===== src/rtl/core/dpbp_pkg.sv =====
// Shared widths, register codes and payload types of the depth back-projection core.
`default_nettype none

package dpbp_pkg;

   localparam int COORD_BITS = 12;
   localparam int DEPTH_W    = 16;
   localparam int CFG_W      = 16;
   localparam int COLOUR_W   = 8;
   localparam int POINT_W    = 24;

   // pixel index scaled by 16 to line up with the Q12.4 centre
   localparam int PIX_SH_W   = COORD_BITS + 4;
   localparam int DIFF_W     = ((PIX_SH_W > CFG_W) ? PIX_SH_W : CFG_W) + 1;
   localparam int PROD_W     = DIFF_W + DEPTH_W;
   localparam int MAG_W      = PROD_W - 1;
   localparam int HI_W       = MAG_W - POINT_W;
   localparam int DIV_STEPS  = POINT_W;
   // diff, product, magnitude, overflow check, divider steps, saturation
   localparam int PIPE_DEPTH = DIV_STEPS + 5;

   localparam int ADDR_W     = 4;
   localparam int DATA_W     = 32;

   localparam logic [CFG_W-1:0] FOCAL_X_RESET  = 16'd8400;
   localparam logic [CFG_W-1:0] FOCAL_Y_RESET  = 16'd8400;
   localparam logic [CFG_W-1:0] CENTER_X_RESET = 16'd5120;
   localparam logic [CFG_W-1:0] CENTER_Y_RESET = 16'd3840;

   localparam logic signed [POINT_W-1:0] POINT_MAX = {1'b0, {(POINT_W-1){1'b1}}};
   localparam logic signed [POINT_W-1:0] POINT_MIN = {1'b1, {(POINT_W-1){1'b0}}};

   typedef enum logic [1:0] {
      REG_FOCAL_X  = 2'd0,
      REG_FOCAL_Y  = 2'd1,
      REG_CENTER_X = 2'd2,
      REG_CENTER_Y = 2'd3
   } reg_index_type;

   typedef struct packed {
      logic [CFG_W-1:0] focal_x;
      logic [CFG_W-1:0] focal_y;
      logic [CFG_W-1:0] center_x;
      logic [CFG_W-1:0] center_y;
   } cfg_type;

   typedef struct packed {
      logic [DEPTH_W-1:0]  depth;
      logic [COLOUR_W-1:0] red;
      logic [COLOUR_W-1:0] green;
      logic [COLOUR_W-1:0] blue;
   } side_type;

   typedef struct packed {
      logic signed [POINT_W-1:0] point_x;
      logic signed [POINT_W-1:0] point_y;
      logic [DEPTH_W-1:0]        point_z;
      logic                      valid_res;
      logic [COLOUR_W-1:0]       red;
      logic [COLOUR_W-1:0]       green;
      logic [COLOUR_W-1:0]       blue;
   } rsp_item_type;

endpackage

`default_nettype wire


===== src/rtl/core/dpbp_axis.sv =====
// One projection axis: offset, multiply by depth, pipelined restoring divide, saturate.
`default_nettype none

module dpbp_axis (
   input  wire logic                                   clock,
   input  wire logic                                   en,
   input  wire logic        [dpbp_pkg::COORD_BITS-1:0] pix,
   input  wire logic        [dpbp_pkg::CFG_W-1:0]      centre,
   input  wire logic        [dpbp_pkg::CFG_W-1:0]      focal,
   input  wire logic        [dpbp_pkg::DEPTH_W-1:0]    depth,
   output logic signed      [dpbp_pkg::POINT_W-1:0]    coord
);

   localparam int DIFF_W  = dpbp_pkg::DIFF_W;
   localparam int PROD_W  = dpbp_pkg::PROD_W;
   localparam int MAG_W   = dpbp_pkg::MAG_W;
   localparam int POINT_W = dpbp_pkg::POINT_W;
   localparam int CFG_W   = dpbp_pkg::CFG_W;
   localparam int STEPS   = dpbp_pkg::DIV_STEPS;

   // stage 1: signed offset from the principal point
   logic signed [DIFF_W-1:0]           diff_in, diff_ff;
   logic        [dpbp_pkg::DEPTH_W-1:0] depth_ff;

   assign diff_in = $signed(DIFF_W'({pix, 4'b0000})) - $signed(DIFF_W'(centre));

   always_ff @(posedge clock) begin
      if (en) begin
         diff_ff  <= diff_in;
         depth_ff <= depth;
      end
   end

   // stage 2: exact numerator
   logic signed [PROD_W:0]   prod_full;
   logic signed [PROD_W-1:0] prod_ff;

   assign prod_full = diff_ff * $signed({1'b0, depth_ff});

   always_ff @(posedge clock) begin
      if (en) prod_ff <= prod_full[PROD_W-1:0];
   end

   // stage 3: sign and magnitude, so the divider truncates toward zero
   logic signed [PROD_W-1:0] prod_neg;
   logic        [MAG_W-1:0]  mag_in, mag_ff;
   logic                     neg_m_ff, nz_m_ff;

   assign prod_neg = -prod_ff;
   assign mag_in   = prod_ff[PROD_W-1] ? prod_neg[MAG_W-1:0] : prod_ff[MAG_W-1:0];

   always_ff @(posedge clock) begin
      if (en) begin
         mag_ff   <= mag_in;
         neg_m_ff <= prod_ff[PROD_W-1];
         nz_m_ff  <= |prod_ff;
      end
   end

   // stage 4: the quotient leaves 24 bits when the upper part reaches the divisor;
   // a zero focal length always lands here
   logic [CFG_W-1:0]   hi_ext;
   logic [CFG_W-1:0]   rem_ff  [0:STEPS];
   logic [POINT_W-1:0] work_ff [0:STEPS];
   logic               neg_ff  [0:STEPS];
   logic               nz_ff   [0:STEPS];
   logic               ovf_ff  [0:STEPS];

   assign hi_ext = CFG_W'(mag_ff[MAG_W-1:POINT_W]);

   always_ff @(posedge clock) begin
      if (en) begin
         rem_ff[0]  <= hi_ext;
         work_ff[0] <= mag_ff[POINT_W-1:0];
         neg_ff[0]  <= neg_m_ff;
         nz_ff[0]   <= nz_m_ff;
         ovf_ff[0]  <= (hi_ext >= focal);
      end
   end

   // one quotient bit per stage; the work word shifts dividend bits out and
   // quotient bits in
   for (genvar k = 0; k < STEPS; k++) begin : g_step
      logic [CFG_W:0] trial;
      logic [CFG_W:0] sub;
      logic           take;

      assign trial = {rem_ff[k], work_ff[k][POINT_W-1]};
      assign sub   = trial - {1'b0, focal};
      assign take  = (trial >= {1'b0, focal});

      always_ff @(posedge clock) begin
         if (en) begin
            rem_ff[k+1]  <= take ? sub[CFG_W-1:0] : trial[CFG_W-1:0];
            work_ff[k+1] <= {work_ff[k][POINT_W-2:0], take};
            neg_ff[k+1]  <= neg_ff[k];
            nz_ff[k+1]   <= nz_ff[k];
            ovf_ff[k+1]  <= ovf_ff[k];
         end
      end
   end

   // final stage: apply sign and clamp
   logic        [POINT_W-1:0] quo;
   logic        [POINT_W-1:0] quo_neg;
   logic signed [POINT_W-1:0] coord_in, coord_ff;

   assign quo     = work_ff[STEPS];
   assign quo_neg = ~quo + 1'b1;

   always_comb begin
      if (!nz_ff[STEPS]) begin
         coord_in = '0;
      end else if (ovf_ff[STEPS]) begin
         coord_in = neg_ff[STEPS] ? dpbp_pkg::POINT_MIN : dpbp_pkg::POINT_MAX;
      end else if (!neg_ff[STEPS]) begin
         coord_in = quo[POINT_W-1] ? dpbp_pkg::POINT_MAX : $signed(quo);
      end else if (quo[POINT_W-1] && (|quo[POINT_W-2:0])) begin
         coord_in = dpbp_pkg::POINT_MIN;
      end else begin
         coord_in = $signed(quo_neg);
      end
   end

   always_ff @(posedge clock) begin
      if (en) coord_ff <= coord_in;
   end

   assign coord = coord_ff;

endmodule

`default_nettype wire


===== config.mk =====
export PLATFORM = sky130hd
export DESIGN_NAME = dpbp_axis
export DESIGN_NICKNAME = d
export VERILOG_FILES = /design/src/rtl/core/dpbp_pkg.sv /design/src/rtl/core/dpbp_axis.sv
export SDC_FILE = /design/constraint.sdc
export NUM_CORES = 2
export LEC_CHECK = 0
export ABC_CLOCK_PERIOD_IN_PS = 7800
export BUFFER_PORTS_ARGS = -buffer_cell sky130_fd_sc_hd__buf_4
export CORE_ASPECT_RATIO = 0.6
export CORE_UTILIZATION = 39
export CTS_CLUSTER_DIAMETER = 80
export DETAILED_ROUTE_END_ITERATION = 8
export GPL_ROUTABILITY_DRIVEN = 0
export PLACE_DENSITY = 0.51
export REMOVE_ABC_BUFFERS = 1
export SYNTH_ARGS = -nofsm -noshare
export SYNTH_HDL_FRONTEND = slang
export SYNTH_SLANG_ARGS = --single-unit
export TNS_END_PERCENT = 20

===== constraint.sdc =====
create_clock -name clock -period 7.8 [get_ports clock]
set_clock_uncertainty 0.2 [all_clocks]
set_input_delay 1.17 -clock clock [delete_from_list [all_inputs] [get_ports clock]]
set_output_delay 1.17 -clock clock [all_outputs]
set_load 0.05 [all_outputs]

==> metrics.md <==
| Metric | Value |
|---|---|
| Port bufs | 85 |
| Critical path endpoint category | flop |
| Max Cap Viol | 0 |
| Initial antenna violation count | 5 |
| Share of the synthesized area in the top cell type | 0.516 |
| H-tree depth | 3 |
| Hold_sp | work_ff[1][144]$_DFFE_PP_ |
| Total GRT Usage | 0.182 |
| Die W | 543 µm |
| Simple-Gate Fraction of Synth Area | 0.0997 |
| Dpl hpwl | 114 mm |
| Setup violators final | 0 |
| Clock Latency Late Sink | 730 ps |
| Fillers | 15,939 |
| Post-synth cell types | 76 |
| Synth Area in Compound Gates | 0.0887 |
| Die Area | 177,000 µm² |
| Antenna-violating nets left | 0 |
| Crit path required time | 8080 ps |
| Crit path kind | reg2reg |
| DR WL/cell | 19.9 µm |
| Main synth FF type | edfxtp_1 |
| R2r startpoint | depth_ff[3]$_DFFE_PP_ |
| CTS Buf Count | 116 |
| Ys Warns | 0 |
| Die Y | 326 µm |
| DR pass1 iterations | 5 |
| RSZ-0062 raised after global routing | false |
| Synth Register Bits | 1,175 |
| Hold Crit Class | reg2reg |
| Area Growth Syn to Fin | 11.3% |
| Setup TNS | 0 ps |
| Clk sinks | 1,175 |
| Peak Freq | 0.141 GHz |
| WL final | 161 mm |
| Drc violations | 0 |
| Fin. Hold Viols | 0 |
| Post-Synth XOR/XNOR Area | 0.0410 |
| Layout cells sized above 1 | 0.103 |
| Met2 wire length | 58.0 mm |
| Syn avg cell area | 12.4 µm² |
| CP Launch Point | depth_ff[3]$_DFFE_PP_ |
| Std-Cell Rows | 118 |
| Worst-path clk slew | 60 ps |
| Starting Density | 0.395 |
| CTS tree | done |
| Largest net degree at the start of global routing | 179 |
| Post-synthesis mux area share | 0.0427 |
| Uppermost layer routed | met4 |
| Via/cell ratio | 5.19 |
| Clock Path Buffers | 3 |
| Vias post-DR | 42,212 |
| Post-synthesis sequential area ratio | 0.516 |
| Slew HR | 0.205 |
| Post-synth EDFFs | 1,175 |
| GR Overflow Total | 0 |
| Resized Gates After CTS | 0 |
| First-pass GRT wire length | 248 mm |
| Startpoint types | flop |
| Area of the multi-input gates | 30,600 µm² |
| Hold buffer count at CTS | 0 |
| Asr flop ratio synth | 0 |
| Vias in the first global route | 40,352 |
| Adder-cell share of the synthesized area | 0.175 |
| Synth area leaders | edfxtp_1, ha_1, fa_1, mux2_2, inv_1 |
| Critical Path AT | 7360 ps |
| Post-CTS setup buffers | 0 |
| Placeable Area | 173,000 µm² |
| Final net count | 6,532 |
| Slew Viols, Final | 0 |
| Tcrit/Tclk final | 0.908 |
| Post-Synthesis Cell Area | 68,400 µm² |
| Met3 wire length | 10.9 mm |
| Main combinational cell family by area after synthesis | adder cells |
| Critical path fanouts, max | 17 |
| Number of placed I/O pins | 86 |
| Mapped Cells | 5,536 |
| Register Area | 35,300 µm² |
| Post-synth top area cell | edfxtp_1 |
| Status | finished, final reports clean |
| Met1 WL | 89.7 mm |
| CTS root buf | clkbuf_16 |
| Actual slew at the worst max-slew pin | 1190 ps |
| Starting DRT DRC Count | 4,064 |
| Period minus WS final | 7080 ps |
## worst max-delay path: stages (launching register included)
cell	delay (ps)
edfxtp_1	750
nand2_1	240
fa_1	790
fa_1	530
inv_1	380
fa_1	490
fa_1	480
fa_1	540
inv_1	50
fa_1	530
inv_1	40
ha_1	360
a21o_1	200
a211oi_1	230
o21ai_0	120
o22a_1	170
a41o_1	260
a21o_1	190
a21oi_1	190
xnor2_1	80
## path summary, 6_finish.rpt
kind,to,slack [ps],cells after the start
min,work_ff[1][169]$_DFFE_PP_,190,0
max,prod_ff[29]$_DFFE_PP_,720,19
max reg2reg,prod_ff[29]$_DFFE_PP_,720,19
min reg2reg,work_ff[1][169]$_DFFE_PP_,190,0
## cells by family after synthesis
group,Yosys count
DFF,1175
adders and majority gates,781
xor gates and xnor gates,320
muxes,265
AOI/OAI and AO/OA,963
buffers and inverters,667
and+or+nand+nor,1365
## routing by layer
layer,up-vias,GRT usage
li1,20350,-
met1,20594,0.316
met2,1107,0.225
met3,161,0.0324
met4,0,0.0375
met5,-,0
## Yosys cell counts (all sizes together), types with 23 or more instances
cell,instances
a211oi,43
a21boi,44
a21o,95
a21oi,279
a31oi,52
and2,162
and3,30
clkbuf,101
edfxtp,1175
fa,297
ha,484
inv,550
mux2,215
mux2i,50
nand2,303
nand2b,61
nand3,71
nand4,84
nor2,328
nor2b,85
nor3,128
o21a,45
o21ai,211
o21bai,30
o22ai,24
o31ai,31
o41ai,23
or3,51
xnor2,229
xor2,91
## cells in the final DEF (no fill, tap or decap), drive strengths merged, types with 30 or more instances in the layout
cell	instances
nand3	71
clkinv	53
ha	484
and3	30
nand4	84
xnor2	229
mux2	215
edfxtp	1175
nand2	303
nor3	128
or3	51
a31oi	52
and2	162
o21a	45
mux2i	50
a211oi	43
fa	297
o31ai	31
nor2b	85
inv	553
xor2	91
nor2	328
clkbuf	129
o21bai	30
nand2b	61
o21ai	211
a21o	95
a21boi	44
buf	152
a21oi	279
## state kept, by name, indices dropped and copies added, names as in the netlist, 24 cells and up
name and cells:
neg_ff 25, ovf_ff 25, nz_ff 25, rem_ff 376, work_ff 600, prod_ff 33
coord 24, mag_ff 32
## stage by stage
| step | setup slack (ps) | cells | hold WS, ps | instance area [µm²] | utilization |
|---|---|---|---|---|---|
| global route | 325 | 8126 | 209 | 76200 | 0.439 |
| global placement | 846 | 7911 | 200 | 72100 | 0.416 |
| CTS | 723 | 8125 | 191 | 76200 | 0.439 |
| detailed placement | 716 | 7911 | 205 | 72100 | 0.416 |
| floorplan | 1430 | 5419 | 200 | 68000 | - |
| finish | 719 | 8127 | 185 | 76200 | 0.439 |
## cell type report
class                   instances  share of cell area
diodes                          2           0.0000657
clock buffers                 129              0.0387
clock inverters                85              0.0141
inverters                     550              0.0271
multi-input cells            3694               0.402
flip-flops and latches       1175               0.463
well taps                    2340              0.0384
repair buffers                152              0.0161
Power is not shown: default switching activity piles up to over one toggle a cycle in this logic, so the estimate is an artifact.
