--- src/rtl/core/dpbp_pkg.sv ---
// Shared widths, register codes and payload types of the depth back-projection core.
`default_nettype none

package dpbp_pkg;

   localparam int COORD_BITS = 12;
   localparam int DEPTH_W    = 16;
   localparam int CFG_W      = 16;
   localparam int COLOUR_W   = 8;
   localparam int POINT_W    = 24;

   // pixel index scaled by 16 to line up with the Q12.4 centre
   localparam int PIX_SH_W   = COORD_BITS + 4;
   localparam int DIFF_W     = ((PIX_SH_W > CFG_W) ? PIX_SH_W : CFG_W) + 1;
   localparam int PROD_W     = DIFF_W + DEPTH_W;
   localparam int MAG_W      = PROD_W - 1;
   localparam int HI_W       = MAG_W - POINT_W;
   localparam int DIV_STEPS  = POINT_W;
   // diff, product, magnitude, overflow check, divider steps, saturation
   localparam int PIPE_DEPTH = DIV_STEPS + 5;

   localparam int ADDR_W     = 4;
   localparam int DATA_W     = 32;

   localparam logic [CFG_W-1:0] FOCAL_X_RESET  = 16'd8400;
   localparam logic [CFG_W-1:0] FOCAL_Y_RESET  = 16'd8400;
   localparam logic [CFG_W-1:0] CENTER_X_RESET = 16'd5120;
   localparam logic [CFG_W-1:0] CENTER_Y_RESET = 16'd3840;

   localparam logic signed [POINT_W-1:0] POINT_MAX = {1'b0, {(POINT_W-1){1'b1}}};
   localparam logic signed [POINT_W-1:0] POINT_MIN = {1'b1, {(POINT_W-1){1'b0}}};

   typedef enum logic [1:0] {
      REG_FOCAL_X  = 2'd0,
      REG_FOCAL_Y  = 2'd1,
      REG_CENTER_X = 2'd2,
      REG_CENTER_Y = 2'd3
   } reg_index_type;

   typedef struct packed {
      logic [CFG_W-1:0] focal_x;
      logic [CFG_W-1:0] focal_y;
      logic [CFG_W-1:0] center_x;
      logic [CFG_W-1:0] center_y;
   } cfg_type;

   typedef struct packed {
      logic [DEPTH_W-1:0]  depth;
      logic [COLOUR_W-1:0] red;
      logic [COLOUR_W-1:0] green;
      logic [COLOUR_W-1:0] blue;
   } side_type;

   typedef struct packed {
      logic signed [POINT_W-1:0] point_x;
      logic signed [POINT_W-1:0] point_y;
      logic [DEPTH_W-1:0]        point_z;
      logic                      valid_res;
      logic [COLOUR_W-1:0]       red;
      logic [COLOUR_W-1:0]       green;
      logic [COLOUR_W-1:0]       blue;
   } rsp_item_type;

endpackage

`default_nettype wire

--- src/rtl/core/dpbp_skid.sv ---
// Two-entry output buffer: output register plus skid register.
`default_nettype none

module dpbp_skid (
   input  wire logic                   clock,
   input  wire logic                   reset,
   input  wire logic                   in_valid,
   input  wire dpbp_pkg::rsp_item_type in_item,
   output logic                        full,
   output logic                        out_valid,
   input  wire logic                   out_stall,
   output dpbp_pkg::rsp_item_type      out_item
);

   logic                   out_v_ff, out_v_in;
   logic                   skid_v_ff, skid_v_in;
   dpbp_pkg::rsp_item_type out_ff, out_in;
   dpbp_pkg::rsp_item_type skid_ff, skid_in;
   logic                   push, pop;

   // upstream only pushes while the skid slot is free
   assign push = in_valid & ~skid_v_ff;
   assign pop  = out_v_ff & ~out_stall;

   always_comb begin
      out_v_in  = out_v_ff;
      skid_v_in = skid_v_ff;
      out_in    = out_ff;
      skid_in   = skid_ff;
      if (skid_v_ff) begin
         if (pop) begin
            out_in    = skid_ff;
            out_v_in  = 1'b1;
            skid_v_in = 1'b0;
         end
      end else if (!out_v_ff || pop) begin
         out_in   = in_item;
         out_v_in = push;
      end else if (push) begin
         skid_in   = in_item;
         skid_v_in = 1'b1;
      end
   end

   always_ff @(posedge clock) begin
      if (reset) begin
         out_v_ff  <= 1'b0;
         skid_v_ff <= 1'b0;
      end else begin
         out_v_ff  <= out_v_in;
         skid_v_ff <= skid_v_in;
      end
   end

   always_ff @(posedge clock) begin
      out_ff  <= out_in;
      skid_ff <= skid_in;
   end

   assign full      = skid_v_ff;
   assign out_valid = out_v_ff;
   assign out_item  = out_ff;

endmodule

`default_nettype wire

--- config.mk ---
export PLATFORM = sky130hd
export DESIGN_NAME = dpbp_skid
export DESIGN_NICKNAME = d
export VERILOG_FILES = /design/src/rtl/core/dpbp_pkg.sv /design/src/rtl/core/dpbp_skid.sv
export SDC_FILE = /design/constraint.sdc
export NUM_CORES = 1
export LEC_CHECK = 0
export BUFFER_PORTS_ARGS = -buffer_cell sky130_fd_sc_hd__buf_4
export CAP_MARGIN = 25
export CORE_MARGIN = 2
export CORE_UTILIZATION = 48
export CTS_BUF_LIST = sky130_fd_sc_hd__clkbuf_2 sky130_fd_sc_hd__clkbuf_4 sky130_fd_sc_hd__clkbuf_8
export CTS_CLUSTER_DIAMETER = 200
export DETAILED_ROUTE_END_ITERATION = 8
export GPL_ROUTABILITY_DRIVEN = 0
export HOLD_SLACK_MARGIN = 0.03
export PLACE_DENSITY = 0.77
export SLEW_MARGIN = 30
export SYNTH_ARGS = -nofsm -noshare
export SYNTH_HDL_FRONTEND = slang
export SYNTH_SLANG_ARGS = --single-unit
--- constraint.sdc ---
create_clock -name clock -period 6.2 [get_ports clock]
set_clock_uncertainty 0.05 [all_clocks]
set_input_delay 1.24 -clock clock [delete_from_list [all_inputs] [get_ports clock]]
set_output_delay 1.24 -clock clock [all_outputs]
set_load 0.02 [all_outputs]
==> results.json, run 1 <==
{
  "outcome": "complete, no violations",
  "cts.clk_slew.worst_paths_ns": 0.09,
  "synth_top_family_by_area": "multiplexers",
  "ys_top_cells_by_count": "edfxtp_1 (178), mux2_2 (89), buf_6 (8)",
  "tritoncts": "done",
  "via_per_inst": 4.938,
  "p_seq_frac": 0.538,
  "initial_core_util": 0.4917,
  "cts_resized": 0,
  "hold_depth": 1,
  "finalSetupViolCount": 0,
  "grt_pass1_vias": 3345,
  "ys_warn_count": 0,
  "fin_ws_ns": 2.799,
  "p_switching_uw": 586.3,
  "netlist_top_cells_area": "edfxtp_1 (82%), mux2_2 (15%), buf_6 (1.4%)",
  "power.leakage_uw": 0.003228,
  "finalCriticalPeriod_ns": 3.401,
  "cts_buffers": 17,
  "synth.mux.area_fraction": 0.1548,
  "n_fill_cell": 910,
  "crit_fanout": 69,
  "via_count": 3323,
  "clock_latency_ns": 0.45,
  "drc": 0,
  "synth-compound-area-share": 0.002297,
  "final_hold_viol_count": 0,
  "post-dp-hpwl_um": 7539,
  "drt-total-wl_um": 11720,
  "synth-simple-area-share": 0.003828,
  "cts_setup_buffers": 0,
  "fin_setup_tns_ns": 0,
  "swShare": 0.2154,
  "hold_start": "skid_ff[45]$_DFFE_PP_",
  "power.density_nw_per_um2": 316.6,
  "htree_levels": 4,
  "tightest_slew_ns": 0.9122,
  "path_class": "reg -> out",
  "cp.required_ns": 4.91,
  "drive_gt1_frac": 0.6258,
  "die_w_um": 120.7,
  "synth_fa_ha_area_frac": 0,
  "antenna_found_initial": 0,
  "seq_area_frac_synth": 0.8237,
  "synthArstFlopShare": 0,
  "cp-start-kind": "flop",
  "synth_area_leader_cell": "edfxtp_1",
  "crit_arrival_ns": 2.11,
  "r2r_end": "skid_ff[2]$_DFFE_PP_",
  "hp-class": "reg -> reg",
  "p_clk_frac": 0.341,
  "hold_ws_ns": 0.4967,
  "ys_ff_latch": 180,
  "synth_xor_area_frac": 0,
  "synth-main-ff-cell": "edfxtp_1",
  "maxSlewViolCount": 0,
  "internal_power_uw": 2136,
  "rsz0062_at_grt": "no",
  "r2r_setup_slack_ns": 3.86,
  "multi_input_area_sq_um": 1072,
  "worstRegToRegCells": 4,
  "ios": 184,
  "grt_max_degree": 90,
  "regToRegStartpoint": "full$_SDFF_PP0_",
  "drt-pass1-iter-count": 4,
  "fin_crit_sh": 0.5486,
  "syn_area_sq_um": 6538,
  "routedWlPerCell_um": 17.42,
  "area_growth_pct": 31.50,
  "path_delay_family": "buffers and inverters",
  "synth.top_cell.area_share": 0.8176,
  "synthDistinctLibCells": 13,
  "grt_pass1_wl_um": 17570,
  "antenna_cells": 0,
  "clkSinkCount": 180,
  "slowest_delay_ns": 0.79,
  "fp.dieArea_sq_um": 14570,
  "cpMostUsedCell": "buf_4",
  "dr.first_iter.drc_count": 174,
  "synth_edf_count": 178,
  "slowest_stage": "buf_4",
  "ctsHoldBuffers": 0,
  "setup.worst_path.end_class": "output port",
  "relSlewSlack": 0.3919,
  "synth_cells": 288,
  "path_buf_inv": 2,
  "dp_worst_setup_slack_ns": 2.750,
  "synth.most_common_cell": "edfxtp_1",
  "coreArea_sq_um": 13300,
  "layout.nets": 577,
  "ant_nets": 0,
  "crit_chain": "buf_4 -> buf_4",
  "cap_violations": 0,
  "p_comb_frac": 0.122,
  "gr-total-overflow": 0,
  "clk_path_buf_depth": 2,
  "cts_root_buf": "clkbuf_8",
  "seqCellArea_sq_um": 5389,
  "max_freq_ghz": 0.2940,
  "avgSynthCellArea_sq_um": 22.70,
  "synth_nets": 381,
  "min_to": "out_item[45]$_DFFE_PP_",
  "die_h_um": 120.7,
  "grt_util_all_layers": 0.1630,
  "ir_drop_v": 0.0001694,
  "rows": 42,
  "io_buffers": 183
}
[final cells by class]
type | instances | share of cell area
tap | 176 | 0.02561
multi-input combinational | 98 | 0.1247
clock buffer | 24 | 0.03697
clock inverter | 8 | 0.01979
sequential | 180 | 0.6268
timing repair buffer | 187 | 0.1661
[cells by family (layout without fill, tap and decap cells)]
family,after synthesis,in the layout
AO/OA/AOI/OAI,3,3
buffers and inverters,10,219
flip-flops,180,180
multiplexers,90,90
AND/OR/NAND/NOR,5,5
[metrics by stage]
| step | utilization | cells | instance area (sq um) | power (uW) |
|---|---|---|---|---|
| global placement | 0.6076 | 640 | 8078 | 1818 |
| global route | 0.6466 | 673 | 8597 | 2818 |
| finish | 0.6466 | 673 | 8597 | 2722 |
| detailed placement | 0.6078 | 640 | 8082 | 1824 |
| floorplan | - | 288 | 6541 | 1658 |
| CTS | 0.6446 | 672 | 8569 | 2756 |
[registers in the layout, indices dropped and copies added, names as in the netlist]
register and count:
full 1, out_item 89, out_valid 1, skid_ff 89
[power groups by stage]
stage | Combinational, uW | Clock [uW] | Sequential, uW
after global routing | 351 | 997 | 1470
final | 331 | 927 | 1460
after global placement | 327 | 0 | 1490
after detailed placement | 334 | 0 | 1490
after CTS | 334 | 957 | 1460
after floorplan | 84.3 | 0 | 1570
[placed cells by master, fill, tap and decap left out]
master and instances:
dfxtp_1 1, nand2b_1 1, clkbuf_8 22, bufinv_16 5, mux2i_4 1, edfxtp_1 178, nor2_4 1, mux2_2 89
o21ai_0 1, a21oi_1 2, dfxtp_4 1, clkbuf_4 2, buf_6 1, clkinv_2 1, clkinvlp_4 2, nor2b_1 1
nand2_1 1, nor3_1 1, buf_4 185, buf_16 1
[routing by layer]
metal / GRT usage / wire length, um
met1: 0.2135 / 5041
met2: 0.2493 / 5671
met3: 0.05566 / 798
met4: 0.07049 / 211
met5: 0 / 0
[worst max-delay path by stage]
stage / cells past startpoint / startpoint / to / slack [ns]
3_3_place_gp: 4 / out_stall / skid_ff[83]$_DFFE_PP_ / 2.77
3_5_place_dp: 4 / out_stall / skid_ff[11]$_DFFE_PP_ / 2.75
6_report: 2 / full$_SDFF_PP0_ / full / 2.80
2_1_floorplan: 2 / out_stall / skid_ff[0]$_DFFE_PP_ / 0.59
5_1_grt: 2 / full$_SDFF_PP0_ / full / 2.65
4_1_cts: 2 / full$_SDFF_PP0_ / full / 2.71
No activity file was read; power rests on OpenSTA's default activity.
==> run 2, diff against run 1 <==
--- a/config.mk
+++ b/config.mk
@@ -8,13 +8,13 @@
 export BUFFER_PORTS_ARGS = -buffer_cell sky130_fd_sc_hd__buf_4
 export CAP_MARGIN = 25
 export CORE_MARGIN = 2
-export CORE_UTILIZATION = 48
+export CORE_UTILIZATION = 54
 export CTS_BUF_LIST = sky130_fd_sc_hd__clkbuf_2 sky130_fd_sc_hd__clkbuf_4 sky130_fd_sc_hd__clkbuf_8
 export CTS_CLUSTER_DIAMETER = 200
 export DETAILED_ROUTE_END_ITERATION = 8
 export GPL_ROUTABILITY_DRIVEN = 0
 export HOLD_SLACK_MARGIN = 0.03
-export PLACE_DENSITY = 0.77
+export PLACE_DENSITY = 0.82
 export SLEW_MARGIN = 30
 export SYNTH_ARGS = -nofsm -noshare
 export SYNTH_HDL_FRONTEND = slang
==> constraint.sdc (replaced) <==
create_clock -name clock -period 3.4 [get_ports clock]
set_clock_uncertainty 0.05 [all_clocks]
set_input_delay 0.68 -clock clock [delete_from_list [all_inputs] [get_ports clock]]
set_output_delay 0.68 -clock clock [all_outputs]
set_load 0.02 [all_outputs]
==> run 2 against run 1 <==
Compared with the run above:
- cell count shrank 4.3%
- largest cell class unchanged
- clock power grew 39%
- via count grew 0.75%
- sequential share of layout area grew 1.2 points
- total power grew 68%
==> results.json, run 2 (synthesis gave the netlist of run 1 again) <==
{
  "io_buffers": 183,
  "utilization": 0.7084,
  "tritoncts": "done",
  "dp_worst_setup_slack_ns": 1.181,
  "maxSlewViolCount": 0,
  "fp.dieArea_sq_um": 13000,
  "grt_use_met2": 0.2948,
  "r2r_end": "out_item[26]$_DFFE_PP_",
  "cts_resized": 0,
  "power.leakage_uw": 0.003172,
  "cts_root_buf": "clkbuf_8",
  "routedWlPerCell_um": 18.47,
  "grt_pass1_vias": 3479,
  "relSlewSlack": 0.4999,
  "tightest_slew_ns": 0.7483,
  "rsz0062_at_grt": "no",
  "path_buf_inv": 1,
  "path_class": "reg -> out",
  "cp-start-kind": "flop",
  "grt_util_all_layers": 0.1871,
  "grt_max_degree": 77,
  "crit_arrival_ns": 1.53,
  "fin_ws_ns": 1.144,
  "use_met3": 0.07864,
  "final_common_cell": "buf_4",
  "slowest_stage": "dfxtp_4",
  "ios": 184,
  "final_hold_viol_count": 0,
  "grt_pass1_wl_um": 17920,
  "gr-total-overflow": 0,
  "htree_levels": 4,
  "hp-class": "in -> reg",
  "post-dp-hpwl_um": 7723,
  "slowest_delay_ns": 0.80,
  "finalSetupViolCount": 0,
  "max_freq_ghz": 0.4432,
  "die_h_um": 114.0,
  "path_delay_family": "flip-flops",
  "r2r_setup_slack_ns": 1.24,
  "antenna_cells": 0,
  "grt_use_met1": 0.2282,
  "power.density_nw_per_um2": 541.7,
  "initial_core_util": 0.5488,
  "coreArea_sq_um": 11910,
  "via_per_inst": 5.199,
  "regToRegStartpoint": "full$_SDFF_PP0_",
  "ant_nets": 0,
  "cts_buffers": 17,
  "area_growth_pct": 29.07,
  "cts_setup_buffers": 0,
  "cts.clk_slew.worst_paths_ns": 0.08,
  "min_to": "out_valid$_SDFFE_PP0P_",
  "cp.required_ns": 2.67,
  "hold_start": "reset",
  "cap_violations": 0,
  "crit_chain": "buf_4",
  "drt-pass1-iter-count": 4,
  "die_w_um": 114.0,
  "ctsHoldBuffers": 0,
  "fin_crit_sh": 0.6636,
  "rows": 40,
  "outcome": "complete, no violations",
  "via_count": 3348,
  "setup.worst_path.end_class": "output port",
  "crit_fanout": 52,
  "top_usage_layer": "met2",
  "antenna_found_initial": 0,
  "finalCriticalPeriod_ns": 2.256,
  "drive_gt1_frac": 0.6258,
  "final_cell_mix": "buf_4 (184), edfxtp_1 (178), mux2_2 (89)",
  "layout.nets": 577,
  "clk_path_buf_depth": 2,
  "fin_setup_tns_ns": 0,
  "drt-total-wl_um": 11890,
  "clkSinkCount": 180,
  "ir_drop_v": 0.0002762,
  "drc": 0,
  "dr.first_iter.drc_count": 206,
  "clock_latency_ns": 0.45,
  "hold_depth": 2,
  "worstRegToRegCells": 2
}
## run 2: changes by cell type in the layout (fill, tap and decap cells not counted)
cell        previous run  this run
clkinv_2               1         7
clkbuf_8              22        17
clkbuf_4               2         4
buf_16                 1         0
buf_6                  1         0
bufinv_16              5         1
clkinvlp_4             2         3
buf_4                185       184
buf_12                 0         3
## run 2: worst max-delay path by stage
stage                    start               endpoint  cells past startpoint
6_report       full$_SDFF_PP0_                   full                      1
5_1_grt        full$_SDFF_PP0_                   full                      1
4_1_cts        full$_SDFF_PP0_                   full                      1
3_5_place_dp         out_stall  skid_ff[37]$_DFFE_PP_                      4
3_3_place_gp         out_stall  skid_ff[37]$_DFFE_PP_                      4
2_1_floorplan  full$_SDFF_PP0_  out_item[0]$_DFFE_PP_                      3
## run 2: per-stage QoR
step / hold slack [ns] / instances / instance area (sq um) / power (uW)
after floorplan: 0.4731 / 288 / 6558 / 3019
after global placement: 0.4764 / 612 / 8087 / 3316
after CTS: 0.3122 / 644 / 8438 / 4623
final: 0.3519 / 644 / 8438 / 4571
after global routing: 0.3121 / 644 / 8438 / 4749
after detailed placement: 0.4813 / 612 / 8087 / 3332
## run 2: per-layer routing
| metal | up-vias | share of wire | routed length, um |
|---|---|---|---|
| met1 | 1642 | 0.41 | 4916 |
| met4 | 0 | 0.020 | 240 |
| met5 | - | 0 | 0 |
| met3 | 18 | 0.077 | 916 |
| met2 | 144 | 0.49 | 5821 |
| li1 | 1544 | - | - |
## run 2: where the power goes
group          internal [uW]  switching [uW]
Clock                    601             694
Combinational            292             312
Sequential              2610            59.1
## run 2: cell type report
type / instances / area (sq um)
sequential: 180 / 5389
fill: 774 / 3473
clock inverter: 11 / 87.58
multi-input combinational: 98 / 1072
tap: 147 / 183.9
clock buffer: 21 / 264.0
timing repair buffer: 187 / 1441
==> run 3, diff against run 2 <==
--- a/config.mk
+++ b/config.mk
@@ -5,6 +5,7 @@
 export SDC_FILE = /design/constraint.sdc
 export NUM_CORES = 1
 export LEC_CHECK = 0
+export ABC_AREA = 1
 export BUFFER_PORTS_ARGS = -buffer_cell sky130_fd_sc_hd__buf_4
 export CAP_MARGIN = 25
 export CORE_MARGIN = 2
==> constraint.sdc (replaced) <==
create_clock -name clock -period 2.3 [get_ports clock]
set_clock_uncertainty 0.05 [all_clocks]
set_input_delay 0.46 -clock clock [delete_from_list [all_inputs] [get_ports clock]]
set_output_delay 0.46 -clock clock [all_outputs]
set_load 0.02 [all_outputs]
==> run 3 against run 2 <==
Compared with the run above:
- combinational power rose by 31%
- via count rose by 24%
- cell area barely moved
- largest cell class unchanged
- sequential power rose by 46%
- synthesized cell count rose by 66%
- area after synthesis rose by 0.34%
- sequential cell count did not move
- setup slack got worse by 0.64 ns
- wire length rose by 11%
- cell count rose by 28%
- non-clock buffer count rose by 2
==> results.json, run 3 <==
{
  "outcome": "complete, no violations",
  "rows": 40,
  "via_count": 4155,
  "grt_pass1_wl_um": 20050,
  "slowest_delay_ns": 0.43,
  "die_w_um": 114.2,
  "worstRegToRegCells": 3,
  "setup.worst_path.end_class": "flop",
  "synthArstFlopShare": 0,
  "final_hold_viol_count": 0,
  "antenna_cells": 0,
  "coreArea_sq_um": 11910,
  "netlist_top_cells_area": "edfxtp_1 (81%), nand2_1 (16%), buf_4 (0.92%)",
  "layout.nets": 760,
  "min_to": "skid_ff[77]$_DFFE_PP_",
  "clock_latency_ns": 0.44,
  "r2r_end": "out_item[33]$_DFFE_PP_",
  "die_h_um": 114.2,
  "syn_area_sq_um": 6560,
  "power.total_uw": 6480,
  "crit_chain": "inv_4 -> o21a_4 -> buf_12",
  "power.leakage_uw": 0.003630,
  "htree_levels": 4,
  "path_buf_inv": 2,
  "regToRegStartpoint": "full$_SDFF_PP0_",
  "crit_arrival_ns": 1.88,
  "dr.first_iter.drc_count": 279,
  "synthDistinctLibCells": 12,
  "maxSlewViolCount": 0,
  "ctsHoldBuffers": 0,
  "via_per_inst": 5.024,
  "cts_root_buf": "clkbuf_8",
  "ys_top_cells_by_count": "nand2_1 (271), edfxtp_1 (178), buf_2 (10)",
  "stdcell_count": 827,
  "path_class": "reg -> reg",
  "routedWlPerCell_um": 15.99,
  "finalCriticalPeriod_ns": 1.796,
  "max_freq_ghz": 0.5569,
  "ios": 184,
  "hold_depth": 1,
  "cts_setup_buffers": 0,
  "grt_pass1_vias": 4028,
  "initial_core_util": 0.5507,
  "r2r_setup_slack_ns": 0.50,
  "cap_violations": 0,
  "final_cell_mix": "nand2_1 (270), buf_4 (186), edfxtp_1 (178)",
  "hold_start": "in_item[77]",
  "hold_ws_ns": 0.1488,
  "tritoncts": "done",
  "post-dp-hpwl_um": 8831,
  "ir_drop_v": 0.0003848,
  "dp_worst_setup_slack_ns": 0.4857,
  "synth_edf_count": 178,
  "grt_max_degree": 75,
  "ant_nets": 0,
  "area_growth_pct": 28.51,
  "grt_util_all_layers": 0.2067,
  "finalSetupViolCount": 0,
  "synth-main-ff-cell": "edfxtp_1",
  "cts_buffers": 17,
  "hp-class": "in -> reg",
  "drc": 0,
  "avgSynthCellArea_sq_um": 13.72,
  "ys_ff_latch": 180,
  "antenna_found_initial": 0,
  "relSlewSlack": 0.4971,
  "drt-pass1-iter-count": 4,
  "path_delay_family": "buffers and inverters",
  "power.density_nw_per_um2": 768.6,
  "fin_setup_tns_ns": 0,
  "synth.top_cell.area_share": 0.8148,
  "tightest_slew_ns": 0.7544,
  "dp_cells": 795,
  "ys_warn_count": 0,
  "fp.dieArea_sq_um": 13050,
  "io_buffers": 183,
  "drive_gt1_frac": 0.3279,
  "synth_cells": 478,
  "crit_fanout": 40,
  "fin_ws_ns": 0.5045,
  "cp-start-kind": "flop",
  "fin_crit_sh": 0.7807,
  "seq_area_frac_synth": 0.8209,
  "cp.required_ns": 2.38,
  "synth_area_leader_cell": "edfxtp_1",
  "drt-total-wl_um": 13230,
  "rsz0062_at_grt": "no",
  "cts_resized": 0,
  "final_common_cell": "nand2_1",
  "cts.clk_slew.worst_paths_ns": 0.09,
  "synth_nets": 571,
  "clk_path_buf_depth": 2,
  "clkSinkCount": 180,
  "synth.most_common_cell": "nand2_1",
  "slowest_stage": "dfxtp_4",
  "gr-total-overflow": 0
}
==> run 3: cell count changes in the layout (fill, tap and decap cells not counted), moves of 3 or more <==
cell,before,now
nand2_1,1,270
clkinv_2,7,4
mux2_2,89,0
clkinv_1,0,4
==> run 3: where the power goes <==
group          total, uW  switching [uW]  internal, uW  leakage (uW)
clock               1790             993           796      0.000172
sequential          3900            70.0          3830       0.00175
combinational        789             450           340       0.00171
total               6480            1510          4970       0.00363
==> run 3: how the worst max path moves through the flow <==
stage | from | to | slack (ns) | cells after the start
after global routing | full$_SDFF_PP0_ | out_item[31]$_DFFE_PP_ | 0.40 | 3
after global placement | out_stall | out_item[25]$_DFFE_PP_ | 0.52 | 4
after detailed placement | out_stall | out_item[31]$_DFFE_PP_ | 0.49 | 4
after floorplan | full$_SDFF_PP0_ | skid_ff[0]$_DFFE_PP_ | -0.11 | 4
final | full$_SDFF_PP0_ | out_item[33]$_DFFE_PP_ | 0.50 | 3
after CTS | full$_SDFF_PP0_ | out_item[26]$_DFFE_PP_ | 0.50 | 3
==> run 3: kinds of logic after synthesis <==
kind of cell,after synthesis,share of synthesized area
AO/OA/AOI/OAI,2,0.001907
buffers and inverters,22,0.02022
flip-flops,180,0.8209
AND/OR/NAND/NOR,274,0.1570
==> run 3: area by class of cell <==
class	count	area (sq um)
well taps	147	183.9
repair buffers	189	1456
inverters	3	13.76
flip-flops and latches	180	5390
fillers	803	3481
multi-input cells	276	1065
clock inverters	9	42.54
clock buffers	23	279.0
==> run 3: per-stage QoR <==
| stage | area (sq um) | util |
|---|---|---|
| after global routing | 8431 | 0.7078 |
| final | 8431 | 0.7078 |
| after global placement | 8109 | 0.6808 |
| after floorplan | 6588 | - |
| after CTS | 8431 | 0.7078 |
| after detailed placement | 8109 | 0.6808 |
==> run 3: metal layers <==
layer  wire length [um]  GRT usage
met1               5380     0.2645
met2               6690     0.3361
met3               1002    0.06670
met4                151    0.07317
met5                  0          0
