`src/rtl/core/dpbp_pkg.sv`:
```
// Shared widths, register codes and payload types of the depth back-projection core.
`default_nettype none

package dpbp_pkg;

   localparam int COORD_BITS = 12;
   localparam int DEPTH_W    = 16;
   localparam int CFG_W      = 16;
   localparam int COLOUR_W   = 8;
   localparam int POINT_W    = 24;

   // pixel index scaled by 16 to line up with the Q12.4 centre
   localparam int PIX_SH_W   = COORD_BITS + 4;
   localparam int DIFF_W     = ((PIX_SH_W > CFG_W) ? PIX_SH_W : CFG_W) + 1;
   localparam int PROD_W     = DIFF_W + DEPTH_W;
   localparam int MAG_W      = PROD_W - 1;
   localparam int HI_W       = MAG_W - POINT_W;
   localparam int DIV_STEPS  = POINT_W;
   // diff, product, magnitude, overflow check, divider steps, saturation
   localparam int PIPE_DEPTH = DIV_STEPS + 5;

   localparam int ADDR_W     = 4;
   localparam int DATA_W     = 32;

   localparam logic [CFG_W-1:0] FOCAL_X_RESET  = 16'd8400;
   localparam logic [CFG_W-1:0] FOCAL_Y_RESET  = 16'd8400;
   localparam logic [CFG_W-1:0] CENTER_X_RESET = 16'd5120;
   localparam logic [CFG_W-1:0] CENTER_Y_RESET = 16'd3840;

   localparam logic signed [POINT_W-1:0] POINT_MAX = {1'b0, {(POINT_W-1){1'b1}}};
   localparam logic signed [POINT_W-1:0] POINT_MIN = {1'b1, {(POINT_W-1){1'b0}}};

   typedef enum logic [1:0] {
      REG_FOCAL_X  = 2'd0,
      REG_FOCAL_Y  = 2'd1,
      REG_CENTER_X = 2'd2,
      REG_CENTER_Y = 2'd3
   } reg_index_type;

   typedef struct packed {
      logic [CFG_W-1:0] focal_x;
      logic [CFG_W-1:0] focal_y;
      logic [CFG_W-1:0] center_x;
      logic [CFG_W-1:0] center_y;
   } cfg_type;

   typedef struct packed {
      logic [DEPTH_W-1:0]  depth;
      logic [COLOUR_W-1:0] red;
      logic [COLOUR_W-1:0] green;
      logic [COLOUR_W-1:0] blue;
   } side_type;

   typedef struct packed {
      logic signed [POINT_W-1:0] point_x;
      logic signed [POINT_W-1:0] point_y;
      logic [DEPTH_W-1:0]        point_z;
      logic                      valid_res;
      logic [COLOUR_W-1:0]       red;
      logic [COLOUR_W-1:0]       green;
      logic [COLOUR_W-1:0]       blue;
   } rsp_item_type;

endpackage

`default_nettype wire

```
`src/rtl/core/dpbp_csr.sv`:
```
// Camera intrinsics register file behind the APB-style port.
`default_nettype none

module dpbp_csr (
   input  wire logic                          clock,
   input  wire logic                          reset,
   input  wire logic                          psel,
   input  wire logic                          penable,
   input  wire logic                          pwrite,
   input  wire logic [dpbp_pkg::ADDR_W-1:0]   paddr,
   input  wire logic [dpbp_pkg::DATA_W-1:0]   pwdata,
   output logic      [dpbp_pkg::DATA_W-1:0]   prdata,
   output logic                               pready,
   output dpbp_pkg::cfg_type                  cfg
);

   dpbp_pkg::cfg_type       cfg_ff;
   dpbp_pkg::cfg_type       cfg_in;
   dpbp_pkg::reg_index_type idx;
   logic                    wr;
   logic [dpbp_pkg::CFG_W-1:0] rd_val;

   assign idx    = dpbp_pkg::reg_index_type'(paddr[3:2]);
   assign wr     = psel & penable & pwrite;
   assign pready = 1'b1;

   always_comb begin
      cfg_in = cfg_ff;
      if (wr) begin
         case (idx)
            dpbp_pkg::REG_FOCAL_X:  cfg_in.focal_x  = pwdata[dpbp_pkg::CFG_W-1:0];
            dpbp_pkg::REG_FOCAL_Y:  cfg_in.focal_y  = pwdata[dpbp_pkg::CFG_W-1:0];
            dpbp_pkg::REG_CENTER_X: cfg_in.center_x = pwdata[dpbp_pkg::CFG_W-1:0];
            dpbp_pkg::REG_CENTER_Y: cfg_in.center_y = pwdata[dpbp_pkg::CFG_W-1:0];
            default: ;
         endcase
      end
   end

   always_ff @(posedge clock) begin
      if (reset) begin
         cfg_ff.focal_x  <= dpbp_pkg::FOCAL_X_RESET;
         cfg_ff.focal_y  <= dpbp_pkg::FOCAL_Y_RESET;
         cfg_ff.center_x <= dpbp_pkg::CENTER_X_RESET;
         cfg_ff.center_y <= dpbp_pkg::CENTER_Y_RESET;
      end else begin
         cfg_ff <= cfg_in;
      end
   end

   always_comb begin
      case (idx)
         dpbp_pkg::REG_FOCAL_X:  rd_val = cfg_ff.focal_x;
         dpbp_pkg::REG_FOCAL_Y:  rd_val = cfg_ff.focal_y;
         dpbp_pkg::REG_CENTER_X: rd_val = cfg_ff.center_x;
         dpbp_pkg::REG_CENTER_Y: rd_val = cfg_ff.center_y;
         default:                rd_val = '0;
      endcase
   end

   assign prdata = dpbp_pkg::DATA_W'(rd_val);
   assign cfg    = cfg_ff;

endmodule

`default_nettype wire

```
`config.mk`:
```
export PLATFORM = sky130hd
export DESIGN_NAME = dpbp_csr
export DESIGN_NICKNAME = d
export VERILOG_FILES = /design/src/rtl/core/dpbp_pkg.sv /design/src/rtl/core/dpbp_csr.sv
export SDC_FILE = /design/constraint.sdc
export NUM_CORES = 1
export LEC_CHECK = 0
export ABC_CLOCK_PERIOD_IN_PS = 1150
export BUFFER_PORTS_ARGS = -buffer_cell sky130_fd_sc_hd__buf_2
export CORE_ASPECT_RATIO = 0.75
export CORE_MARGIN = 2
export CORE_UTILIZATION = 47
export DETAILED_ROUTE_END_ITERATION = 8
export GPL_TIMING_DRIVEN = 1
export HOLD_SLACK_MARGIN = 0.15
export MAX_ROUTING_LAYER = met4
export PLACE_DENSITY = 0.79
export SYNTH_ARGS = -nofsm -noshare
export SYNTH_HDL_FRONTEND = slang
export SYNTH_SLANG_ARGS = --single-unit
```
`constraint.sdc`:
```
create_clock -name clock -period 1.15 [get_ports clock]
set_clock_uncertainty 0.1 [all_clocks]
set_input_delay 0 -clock clock [delete_from_list [all_inputs] [get_ports clock]]
set_output_delay 0 -clock clock [all_outputs]
set_load 0.05 [all_outputs]
```
==> run summary, run 1 <==
The clock passes through at most 2 buffers. The floorplan core area is 6380 um2. The startpoint identified for the worst register-to-register timing path is cfg[1]$_SDFFE_PP0P_. STA classifies the critical path startpoint as a flip-flop. The number of buffer cells added on primary ports is 102. Cell internal power was estimated by the tool at 0.00334 W. The fraction of power spent switching nets came out at 0.294.

The cell sitting at the root of the clock tree is a sky130_fd_sc_hd__clkbuf_8. The final antenna-violating net count is 0. The register with the most flip-flops in the layout has 64 of them. The largest net degree at the start of global routing came out at 48.

The floorplan has 25 rows. The most common cell in the synthesized netlist is sky130_fd_sc_hd__dfxtp_1. The worst setup path is captured at a primary output. The effective utilization at floorplan is 0.492.

The routed layout has 2660 vias. Count of final max-slew check failures: 0. Setup repair after global routing could not meet its margin everywhere. The slack of the critical path was -0.286 ns. Detailed placement finished with a half-perimeter wire length of 5.73 mm.

Logic gate share of total power: 0.186. In this run the worst path has a maximum fanout of 2. Ranked by total cell area, the synthesized netlist is headed by sky130_fd_sc_hd__dfxtp_1 41%, sky130_fd_sc_hd__mux2i_1 16%, sky130_fd_sc_hd__mux4_2 11%. The path category of the worst min-delay check is primary input to flip-flop.

Residual DRC count: 0. The clock buffer count from CTS is 9. The cell area after synthesis is 3140 um2, and the clock network latency to the later pin of the worst-skew pair is 0.33 ns. Clock-pin slew was measured on the worst setup and hold paths at 0.06 ns. The post-synthesis register bit count works out to 64. In the routed layout, each cell is associated on average with a via count of 5.07. The routed design has 8.44 mm of wire.

The tools report the number of global-route vias before repair as 2580. The tools report the end-of-flow core utilization as 0.705. Counting I/O delays and the setup requirement, the final critical path takes 1.44 ns. The first detailed-routing pass took 4 iterations.

After synthesis, the most frequently instantiated cells are 64 x sky130_fd_sc_hd__dfxtp_1, 52 x sky130_fd_sc_hd__nand2b_1, 50 x sky130_fd_sc_hd__mux2i_1. The critical path is of the flip-flop to primary output type. Registers take 1360 um2. Among all flip-flop cells after synthesis, the most frequent one is sky130_fd_sc_hd__dfxtp_1. The logs give 481 for the final net count and 0.239 for the total global routing track utilization.

For this design, the slowest cell found on the critical path is sky130_fd_sc_hd__mux4_2. From left edge to right edge, the die measures 98.4 um. STA puts the critical path data arrival time at 1.34 ns.

The portion of total power attributed to sequential cells was 0.480. The summed negative setup slack over all endpoints was -4.21 ns; the synthesized area per cell was 10.5 um2. The fraction of final layout cells with drive strength greater than 1 came out at 0.538.

Summing all placed instances gives a cell area of 3900 um2. The number of antenna violations at the first check in global routing was 0. After routing the design area is 4500 um2. The share of the clock period used by the worst path is 1.25. The number of antenna cells inserted is 0, and the total number of yosys warnings is 0. For this design the total switching power over the nets is 0.00139 W. For flop-to-flop paths, the worst setup slack is 0.23 ns. The signal on the critical path passes through mux4_2 -> buf_8.

The checks that failed: setup timing. For the maximum operating frequency, the log shows 697 MHz. In the final layout, the multi-input gates occupy 1680 um2. The path with the worst hold slack has its endpoint at cfg[20]$_SDFFE_PP0P_. The vertical die dimension is 74.8 um, and the number of cells traversed by the worst register-to-register path is 4. The area share of the largest cell type after synthesis is 0.408. For this design the top-level I/O count stands at 138.

TritonCTS built the clock tree. Async set or reset register ratio after synthesis: 0. The relative area change from synthesis to final layout was 43.2%; the global placement routability congestion was 0.862.

For the share of the yosys chip area belonging to registers, the log shows 0.408. Hold path startpoint: penable. The library cell with the largest summed area after synthesis is sky130_fd_sc_hd__dfxtp_1.

Total count of hold-check failures in the final report: 0. The clock drives 64 sinks. The delay contributed by the slowest stage of the critical path works out to 0.51 ns. For the leakage power figure, the log shows 2.09 nW. Counting instances, the worst hold path has a depth of 5. The logs give 474 for the filler cell count and 19 for the cts-stage hold buffer count. The tools report the number of distinct library cell variants in the gate-level netlist after synthesis as 22.

The run finished, with violations left. In this run the critical register-to-register path is captured at cfg[1]$_SDFFE_PP0P_. Synthesis produced a netlist whose cell count is 299.

Across the VDD grid, the largest voltage drop is 0.865 mV. CTS built an H-tree with a depth of 3. Setup violations remaining at the end of the flow were counted as 16. Data required time at the worst endpoint: 1.05 ns. Wire length per cell: 16.1 um. The number of maximum-capacitance constraint violations was 0; the total die area was 7360 um2. The number of synthesized flops with an enable pin was 0. The first global-routing pass estimated 13.1 mm of wire. The power per cell area is 1050 nW/um2, and the count of routing violations after the opening detailed-route iteration is 80. After global routing the overflow that remains totals 0. The run gives 0.334 as the proportion of power drawn by the clock network.
==> power by group through the flow <==
stage          logic (W)  registers, W  clock network (W)
5_1_grt         0.000927       0.00227            0.00173
6_report        0.000880       0.00227            0.00158
2_1_floorplan   0.000505       0.00242                  0
4_1_cts         0.000860       0.00227            0.00163
3_3_place_gp    0.000754       0.00232                  0
3_5_place_dp    0.000761       0.00232                  0
==> how the worst max path moves through the flow <==
| stage | cells after the start | to | startpoint | slack (ns) |
|---|---|---|---|---|
| global route | 2 | prdata[10] | cfg[10]$_SDFFE_PP1P_ | -0.33 |
| global placement | 4 | prdata[10] | paddr[3] | -0.04 |
| CTS | 2 | prdata[6] | cfg[6]$_SDFFE_PP0P_ | -0.30 |
| finish | 2 | prdata[10] | cfg[10]$_SDFFE_PP1P_ | -0.29 |
| detailed placement | 5 | cfg[23]$_SDFFE_PP0P_ | paddr[3] | -0.11 |
| floorplan | 1 | prdata[0] | cfg[0]$_SDFFE_PP0P_ | 0.003 |
==> cell type report <==
type	instances	area share
clock buffers	11	0.0292
clock inverters	4	0.00501
multi-input cells	211	0.374
flip-flops and latches	64	0.303
repair buffers	154	0.266
well taps	81	0.0225
==> cells by family after synthesis <==
family	Yosys count	share of synthesized area
buffers and inverters	39	0.0796
DFF	64	0.408
AOI/OAI and AO/OA	28	0.0446
and+or+nand+nor	100	0.192
muxes	66	0.274
other	2	0.00239
==> worst max-delay path, delay by kind of cell, from the launching register on <==
family | cells | cell delay (ns)
buf+inv | 1 | 0.18
mux | 1 | 0.51
flops | 1 | 0.32
==> per-stage QoR <==
| stage | total power (W) | hold slack [ns] | setup slack [ns] | std cells |
|---|---|---|---|---|
| after floorplan | 0.00292 | 0.0598 | 0.00296 | 314 |
| after global placement | 0.00307 | 0.178 | -0.0421 | 479 |
| after detailed placement | 0.00308 | 0.190 | -0.111 | 479 |
| after CTS | 0.00476 | 0.109 | -0.299 | 521 |
| after global routing | 0.00493 | 0.148 | -0.331 | 525 |
| final | 0.00473 | 0.140 | -0.286 | 525 |
==> per-layer routing <==
layer,wire length [um],vias to the layer above,global-route usage
met1,3790,1288,0.297
met3,441,10,0.0706
met4,91,0,0.0609
met2,4110,86,0.392
li1,-,1276,-
met5,0,-,-
==> what timing repair did <==
action,in CTS,in global routing
hold endpoints to repair,64,1
setup endpoints to repair,16,34
resized for setup,36,18
setup buffers,8,4
pin swaps,0,1
==> layout by cell type (no fill, tap or decap), types with 3 or more instances in the layout <==
cell type / Yosys / final
sky130_fd_sc_hd__buf_2: 4 / 75
sky130_fd_sc_hd__dfxtp_2: 0 / 64
sky130_fd_sc_hd__mux2i_1: 50 / 50
sky130_fd_sc_hd__nand2b_1: 52 / 48
sky130_fd_sc_hd__buf_4: 22 / 26
sky130_fd_sc_hd__nor2_1: 24 / 23
sky130_fd_sc_hd__o21ai_0: 23 / 23
sky130_fd_sc_hd__dlygate4sd3_1: 0 / 18
sky130_fd_sc_hd__conb_1: 2 / 17
sky130_fd_sc_hd__mux4_2: 16 / 16
sky130_fd_sc_hd__nor2b_1: 14 / 14
sky130_fd_sc_hd__buf_6: 2 / 11
sky130_fd_sc_hd__clkbuf_4: 0 / 10
sky130_fd_sc_hd__clkbuf_8: 0 / 9
sky130_fd_sc_hd__buf_12: 0 / 8
sky130_fd_sc_hd__o21ai_1: 5 / 5
sky130_fd_sc_hd__buf_8: 0 / 5
sky130_fd_sc_hd__nand2b_2: 0 / 3
sky130_fd_sc_hd__clkinv_2: 0 / 3
Power figures use the tool's default switching activity.
==> run 2: changes to the inputs <==
PLACE_DENSITY = 0.9   (was 0.79)
==> run 2 against run 1 <==
Compared with the run above: the flow still finishes with violations (setup timing); critical endpoint is now prdata[15]; worst setup slack got worse by 0.0065 ns; total power rose by 12%; via count rose by 4.3%; core utilization rose by 3.8 points; die area did not move.
==> run summary, run 2 (synthesized netlist as in run 1, its figures left out) <==
The filler cell count was 444; the global placement routability congestion was 0.758. The wire length per cell is 17.1 um. STA classifies the critical path endpoint as a primary output. After floorplanning, the core was divided into 25 placement rows. After clock tree synthesis, the clock-pin slew on the worst setup and hold paths is 0.07 ns. The final reports fail on setup timing. The register with the most flip-flops in the layout has 64 of them. The number of global-route vias before repair is 2829. After detailed routing, the number of remaining DRC violations is 0. The effective utilization at floorplan is 0.492, and the power per cell area is 1110 nW/um2. Across the run, the number of max-cap violations was 0.

The fraction of final layout cells with drive strength greater than 1 was 0.561; the total count of hold-check failures in the final report was 0. The hold path startpoint was penable. 138 I/O pins were placed.

Setup violations remaining at the end of the flow were counted as 16. Share of the clock period used by the worst path: 1.25. The logs give 14.1 mm for the wire length of the first global-routing pass and 0 for the number of antenna violations at the first check in global routing. The H-tree generated during clock tree synthesis spans 3 levels. For the number of antenna cells inserted, the log shows 0. The run gives -4.33 ns as the summed negative setup slack over all endpoints. The die width was 98.4 um.

The run gives -0.292 ns as the slack of the critical path. Derived from the worst setup path, the maximum achievable clock frequency is 693 MHz. Setup repair after global routing could not meet its margin everywhere.

The worst hold path cell count is 5, and the final antenna-violating net count is 0. From bottom edge to top edge, the die measures 74.8 um. Launch point of the worst reg-to-reg path: cfg[30]$_SDFFE_PP0P_. The tools report the endpoint of the worst hold-timing path as cfg[22]$_SDFFE_PP0P_. In this run the static leakage power is 2.23 nW.

In this run the clock root is driven by a sky130_fd_sc_hd__clkbuf_8. The flow ran to the end, but the final reports show violations. Leaving out fill and tap cells, the most frequent cells in the layout are 64 x sky130_fd_sc_hd__dfxtp_2, 63 x sky130_fd_sc_hd__buf_2, 50 x sky130_fd_sc_hd__mux2i_1. The total via count after detailed routing was 2774.

At the worst endpoint, the required time is 1.05 ns. Hold repair after CTS inserted 20 buffers. In this run the deepest clock path goes through 2 buffers.

The total die area is 7360 um2. The path category of the worst min-delay check is primary input to flip-flop. The largest fanout on the critical path came out at 3. Before CTS, the worst setup slack after placement is -0.0577 ns.

For the worst setup path, the data arrival time is 1.34 ns. Worst reg-to-reg setup slack: 0.17 ns. The most common library cell in the layout ignoring fill and taps is sky130_fd_sc_hd__dfxtp_2.

The clock reaches the later pin of the worst-skew pair after 0.34 ns. TritonCTS created 9 clock buffers. For this run, the detailed router's first-pass iteration total came to 4.

Total global routing track utilization: 0.259. The routed design could run at a clock period as short as 1.44 ns. Startpoint kind of the worst setup timing path: a flip-flop. The core region is 6380 um2.

Detailed placement finished with a half-perimeter wire length of 6.00 mm. The relative slew slack is 0.660, and the number of buffer cells added on primary ports is 102. At the pin with the least slew margin, the transition time is 0.509 ns. In this run, the number of DRC markers left after iteration 0 of detailed routing was 108. The final layout contains 498 nets. TritonCTS built the clock tree. The clock net in this run drives a total of 64 sinks. The run gives 52 as the largest net degree at the start of global routing. Compared with the post-synthesis result, the final layout area differs by 50.9%. The number of cells traversed by the worst register-to-register path was 4. After detailed routing, the number of vias per cell comes to 5.11. The total overflow left after global routing is 0. The worst-case IR drop observed on VDD is 0.747 mV.

The setup path with the least slack is of type flip-flop to primary output. The endpoint identified for the worst register-to-register timing path is cfg[30]$_SDFFE_PP0P_. After detailed routing, the total wire length is 9.27 mm.

Count of final max-slew check failures: 0.
[run 2: cell count changes in the layout (fill, tap and decap cells not counted), sizes merged]
cell,delta
clkinv,-2
clkinvlp,-1
dlygate4sd3,+1
or3,+1
buf,+4
bufinv,+1
clkbuf,+14
[run 2: metrics by stage]
stage / instances / instance area [um2] / power [W] / utilization / hold WS, ns
5_1_grt: 543 / 4740 / 0.00547 / 0.743 / 0.0634
2_1_floorplan: 314 / 3280 / 0.00292 / - / 0.0598
3_3_place_gp: 490 / 3940 / 0.00307 / 0.618 / 0.175
4_1_cts: 540 / 4590 / 0.00524 / 0.720 / 0.0472
3_5_place_dp: 490 / 3940 / 0.00309 / 0.618 / 0.188
6_report: 543 / 4740 / 0.00528 / 0.743 / 0.0556
[run 2: critical path, stage by stage (launching register included)]
cell,delay (ns)
sky130_fd_sc_hd__dfxtp_2,0.33
sky130_fd_sc_hd__mux4_2,0.49
sky130_fd_sc_hd__buf_6,0.17
[run 2: worst max path at each step]
stage | from | end | depth (start not counted)
2_1_floorplan | cfg[0]$_SDFFE_PP0P_ | prdata[0] | 1
3_3_place_gp | paddr[2] | cfg[59]$_SDFFE_PP0P_ | 4
3_5_place_dp | paddr[3] | cfg[31]$_SDFFE_PP0P_ | 5
4_1_cts | cfg[31]$_SDFFE_PP0P_ | prdata[15] | 2
5_1_grt | cfg[4]$_SDFFE_PP0P_ | prdata[4] | 2
6_report | cfg[15]$_SDFFE_PP0P_ | prdata[15] | 2
[run 2: report_power, final]
part	switching, W	total, W	internal (W)
clock	0.000840	0.00208	0.00124
combinational	0.000572	0.000931	0.000359
sequential	0.0000202	0.00227	0.00225
[run 2: layout make-up]
cell class	instances	area [um2]	area share
clock buffers	14	183	0.0385
flip-flops and latches	64	1360	0.287
clock inverters	2	35.0	0.00739
well taps	81	101	0.0214
multi-input cells	212	1720	0.363
repair buffers	170	1340	0.282
[run 2: timing repair]
action                                  CTS  global route
endpoints found under the setup margin   16            54
endpoints found under the hold margin    64             8
resized for setup                        40            37
pin swaps                                 0             1
setup buffers                            14             1
gates cloned                              0             2
[run 2: metal layers]
metal / share of wire / vias up / wire, um / track usage
met2: 0.52 / 105 / 4830 / 0.447
met5: 0 / - / 0 / -
met4: 0.016 / 0 / 151 / 0.0791
li1: - / 1316 / - / -
met3: 0.057 / 13 / 530 / 0.0650
met1: 0.41 / 1340 / 3760 / 0.305
==> run 3: changes to the inputs <==
ABC_AREA = 1   (was default)
==> run 3 against run 2 <==
Compared with the run above: the run still ends with setup timing left; worst setup slack improved by 0.27 ns; total power increased by 5.6%; critical path depth increased by 1; final cell count increased by 26%; sequential share of layout area increased by 2.3 points; core utilization decreased by 5.6 points; non-clock buffer count decreased by 23; via count increased by 27%; sequential power increased by 2%; clock power increased by 4%; first-iteration DRC count increased by 110%; count of clock-buffer cells in the layout decreased by 2; critical endpoint is now prdata[11]; largest power group unchanged; highest routed layer unchanged.
==> run summary, run 3 <==
The library cell with the largest summed area after synthesis was sky130_fd_sc_hd__dfxtp_1. The number of flip-flops in the largest register came out at 64. The total number of yosys warnings was 0; the fraction of final layout cells with drive strength greater than 1 was 0.373. The logs give 0.786 mV for the maximum vdd ir drop and 3124 for the number of global-route vias before repair. The clock network latency to the later pin of the worst-skew pair is 0.33 ns, and the cell count after synthesis is 471.

For the pre-CTS setup slack, the log shows 0.0187 ns. In this run the critical register-to-register path is launched from cfg[9]$_SDFFE_PP1P_. The post-synthesis register bit count works out to 64.

Summing over every cut layer, the via total after detailed routing is 3535. After synthesis, the most frequently instantiated cells are 151 x sky130_fd_sc_hd__nand2_1, 102 x sky130_fd_sc_hd__nor2_1, 64 x sky130_fd_sc_hd__dfxtp_1, 64 x sky130_fd_sc_hd__nand3_1, 21 x sky130_fd_sc_hd__buf_4. Clock tree synthesis selected as its root buffer the cell sky130_fd_sc_hd__clkbuf_8. The largest net degree at the start of global routing was 33; the clock-pin transition on the worst setup and hold timing paths was 0.07 ns.

The worst setup path is captured at a primary output. The wire-length estimate of the detail-placed layout is 6.38 mm. Data arrives at the worst endpoint at 1.07 ns. The slowest stage of the critical path is the sky130_fd_sc_hd__dfxtp_2 cell.

The worst setup path startpoint was cfg[43]$_SDFFE_PP0P_. The tightest hold path in the finished design has a slack of 0.140 ns. The delay contributed by the slowest stage of the critical path is 0.34 ns, and the slack of the critical path is -0.0193 ns. The share of the clock period used by the worst path works out to 1.02. In this run the number of H-tree levels came out at 3. The async set or reset register ratio after synthesis is 0, and the wire length per cell is 14.1 um. The count of routing violations after the opening detailed-route iteration came out at 225. The worst hold path begins at penable.

The library cells used most frequently in the layout, excluding fill and tap cells, are 142 x sky130_fd_sc_hd__nand2_1, 100 x sky130_fd_sc_hd__nor2_1, 85 x sky130_fd_sc_hd__buf_2. The power per cell area came out at 1270 nW/um2. The tightest min-delay check is of the primary input to flip-flop type.

The analysis attributes to cell leakage a power of 2.16 nW. The tree built by TritonCTS fans out to 64 sinks. The clock buffer count from CTS is 9.

The worst path needs 1.17 ns of the cycle, external delays included. The logs give 0 for the total count of hold-check failures in the final report and 9.64 mm for the total detailed-routing wirelength. The startpoint kind of the worst setup timing path is a flip-flop.

The number of maximum-capacitance constraint violations came out at 0. The congestion estimate from routability-driven global placement came to 0.826. The maximum operating frequency was 855 MHz. The run gives 641 as the final net count. The most frequently used flop master after synthesis is sky130_fd_sc_hd__dfxtp_1. By area the synthesized netlist is led by sky130_fd_sc_hd__dfxtp_1 41%, sky130_fd_sc_hd__nand2_1 18%, sky130_fd_sc_hd__nor2_1 12%.

The critical setup path kind was flip-flop to primary output. The number of antenna violations at the first check in global routing is 0, and the relative area change from synthesis to final layout is 39.6%. Yosys mapped a number of flops with a built-in enable equal to 0.

The library cell used most frequently in the layout, excluding fill and tap cells, is sky130_fd_sc_hd__nand2_1. The run gives 0 as the total global routing overflow. The final reports fail on setup timing. The synthesized area per cell is 6.66 um2, and the number of buffer cells added on primary ports is 102.

The area share of the largest cell type after synthesis came out at 0.408. The mapped netlist covers 3140 um2. The largest fanout on the critical path was 3; the count of final max-slew check failures was 0. TritonCTS built the clock tree.

The mean number of vias per cell was 5.16. The run gives 0.408 as the share of the yosys chip area belonging to registers. The effective utilization at floorplan came out at 0.492. Setup repair after global routing could not meet its margin everywhere. In this run, distinct cell masters in the synthesized netlist total 16.

STA puts the critical path data required time at 1.05 ns. The cell row count is 25. The first global-routing pass estimated 15.3 mm of wire. The summed negative setup slack over all endpoints came out at -0.0193 ns. For the number of detailed-routing iterations run before antenna repair, the log shows 5. The run finished, with violations left. Once detail routing completed, the nets flagged for antenna violations numbered 0. The tools report the total global routing track utilization as 0.272. 138 I/O pins were placed. The die covers 7350 um2. In this run the horizontal extent of the chip is 98.4 um. The number of antenna cells inserted is 0. In the post-synthesis netlist, the cell with the most instances is sky130_fd_sc_hd__nand2_1. Walking the worst path, the cells encountered are nand2_1 -> nand4_1 -> buf_6.

The die is 74.8 um tall. Residual DRC count: 0. For the largest buffer count on any clock path, the log shows 2. The core region is 6380 um2. For the number of failing setup endpoints in the final timing report, the log shows 1.
==> run 3: kinds of logic (layout without fill, tap and decap cells) <==
family        after synthesis  count (layout)  synth area share
other cells                 2              17           0.00239
simple gates              340             340             0.462
buf+inv                    65             183             0.127
flops                      64              64             0.408
==> run 3: metrics by stage <==
step	util	power, W	cells	cell area, um2
floorplan	-	0.00313	486	3270
global placement	0.592	0.00330	646	3780
detailed placement	0.592	0.00332	646	3780
CTS	0.674	0.00556	684	4300
global route	0.687	0.00577	685	4380
finish	0.687	0.00557	685	4380
==> run 3: routing by layer <==
metal	routed length, um	share of wire	global-route usage	vias up
met5	0	0	-	-
met4	68	0.0071	0.0807	0
met3	988	0.10	0.0715	10
met2	4680	0.49	0.454	197
met1	3900	0.40	0.331	1634
li1	-	-	-	1694
==> run 3: cell type report <==
cell class | count | area, um2
clock buffers | 12 | 155
clock inverters | 3 | 65.1
fillers | 548 | 2000
inverters | 21 | 78.8
multi-input cells | 357 | 1550
flip-flops and latches | 64 | 1360
well taps | 81 | 101
repair buffers | 147 | 1070
==> run 3: path summary, 6_finish.rpt <==
kind                                to  slack, ns  depth (start not counted)
hold / removal    cfg[53]$_SDFFE_PP0P_       0.14                          6
setup reg to reg   cfg[9]$_SDFFE_PP1P_       0.35                          3
hold reg to reg   cfg[26]$_SDFFE_PP1P_       0.37                          2
setup / recovery            prdata[11]      -0.02                          3
==> run 3: power by group <==
part | leakage, nW | internal, W | switching [W]
Combinational | 1.51 | 0.000317 | 0.000767
Sequential | 0.536 | 0.00227 | 0.0000423
Clock | 0.112 | 0.00133 | 0.000846
==> run 3: repair_timing <==
action / 4_1_cts / 5_1_grt
buffers inserted: 0 / 2
hold buffers: 23 / 1
gates resized for setup: 24 / 25
endpoints found under the setup margin: 16 / 27
endpoints found under the hold margin: 64 / 1
pin swaps: 2 / 15
==> run 3: critical path: cells and delay by family (launching register included) <==
kind	cells	cell delay, ns
buffers and inverters	1	0.18
DFF	1	0.34
and+or+nand+nor	2	0.22
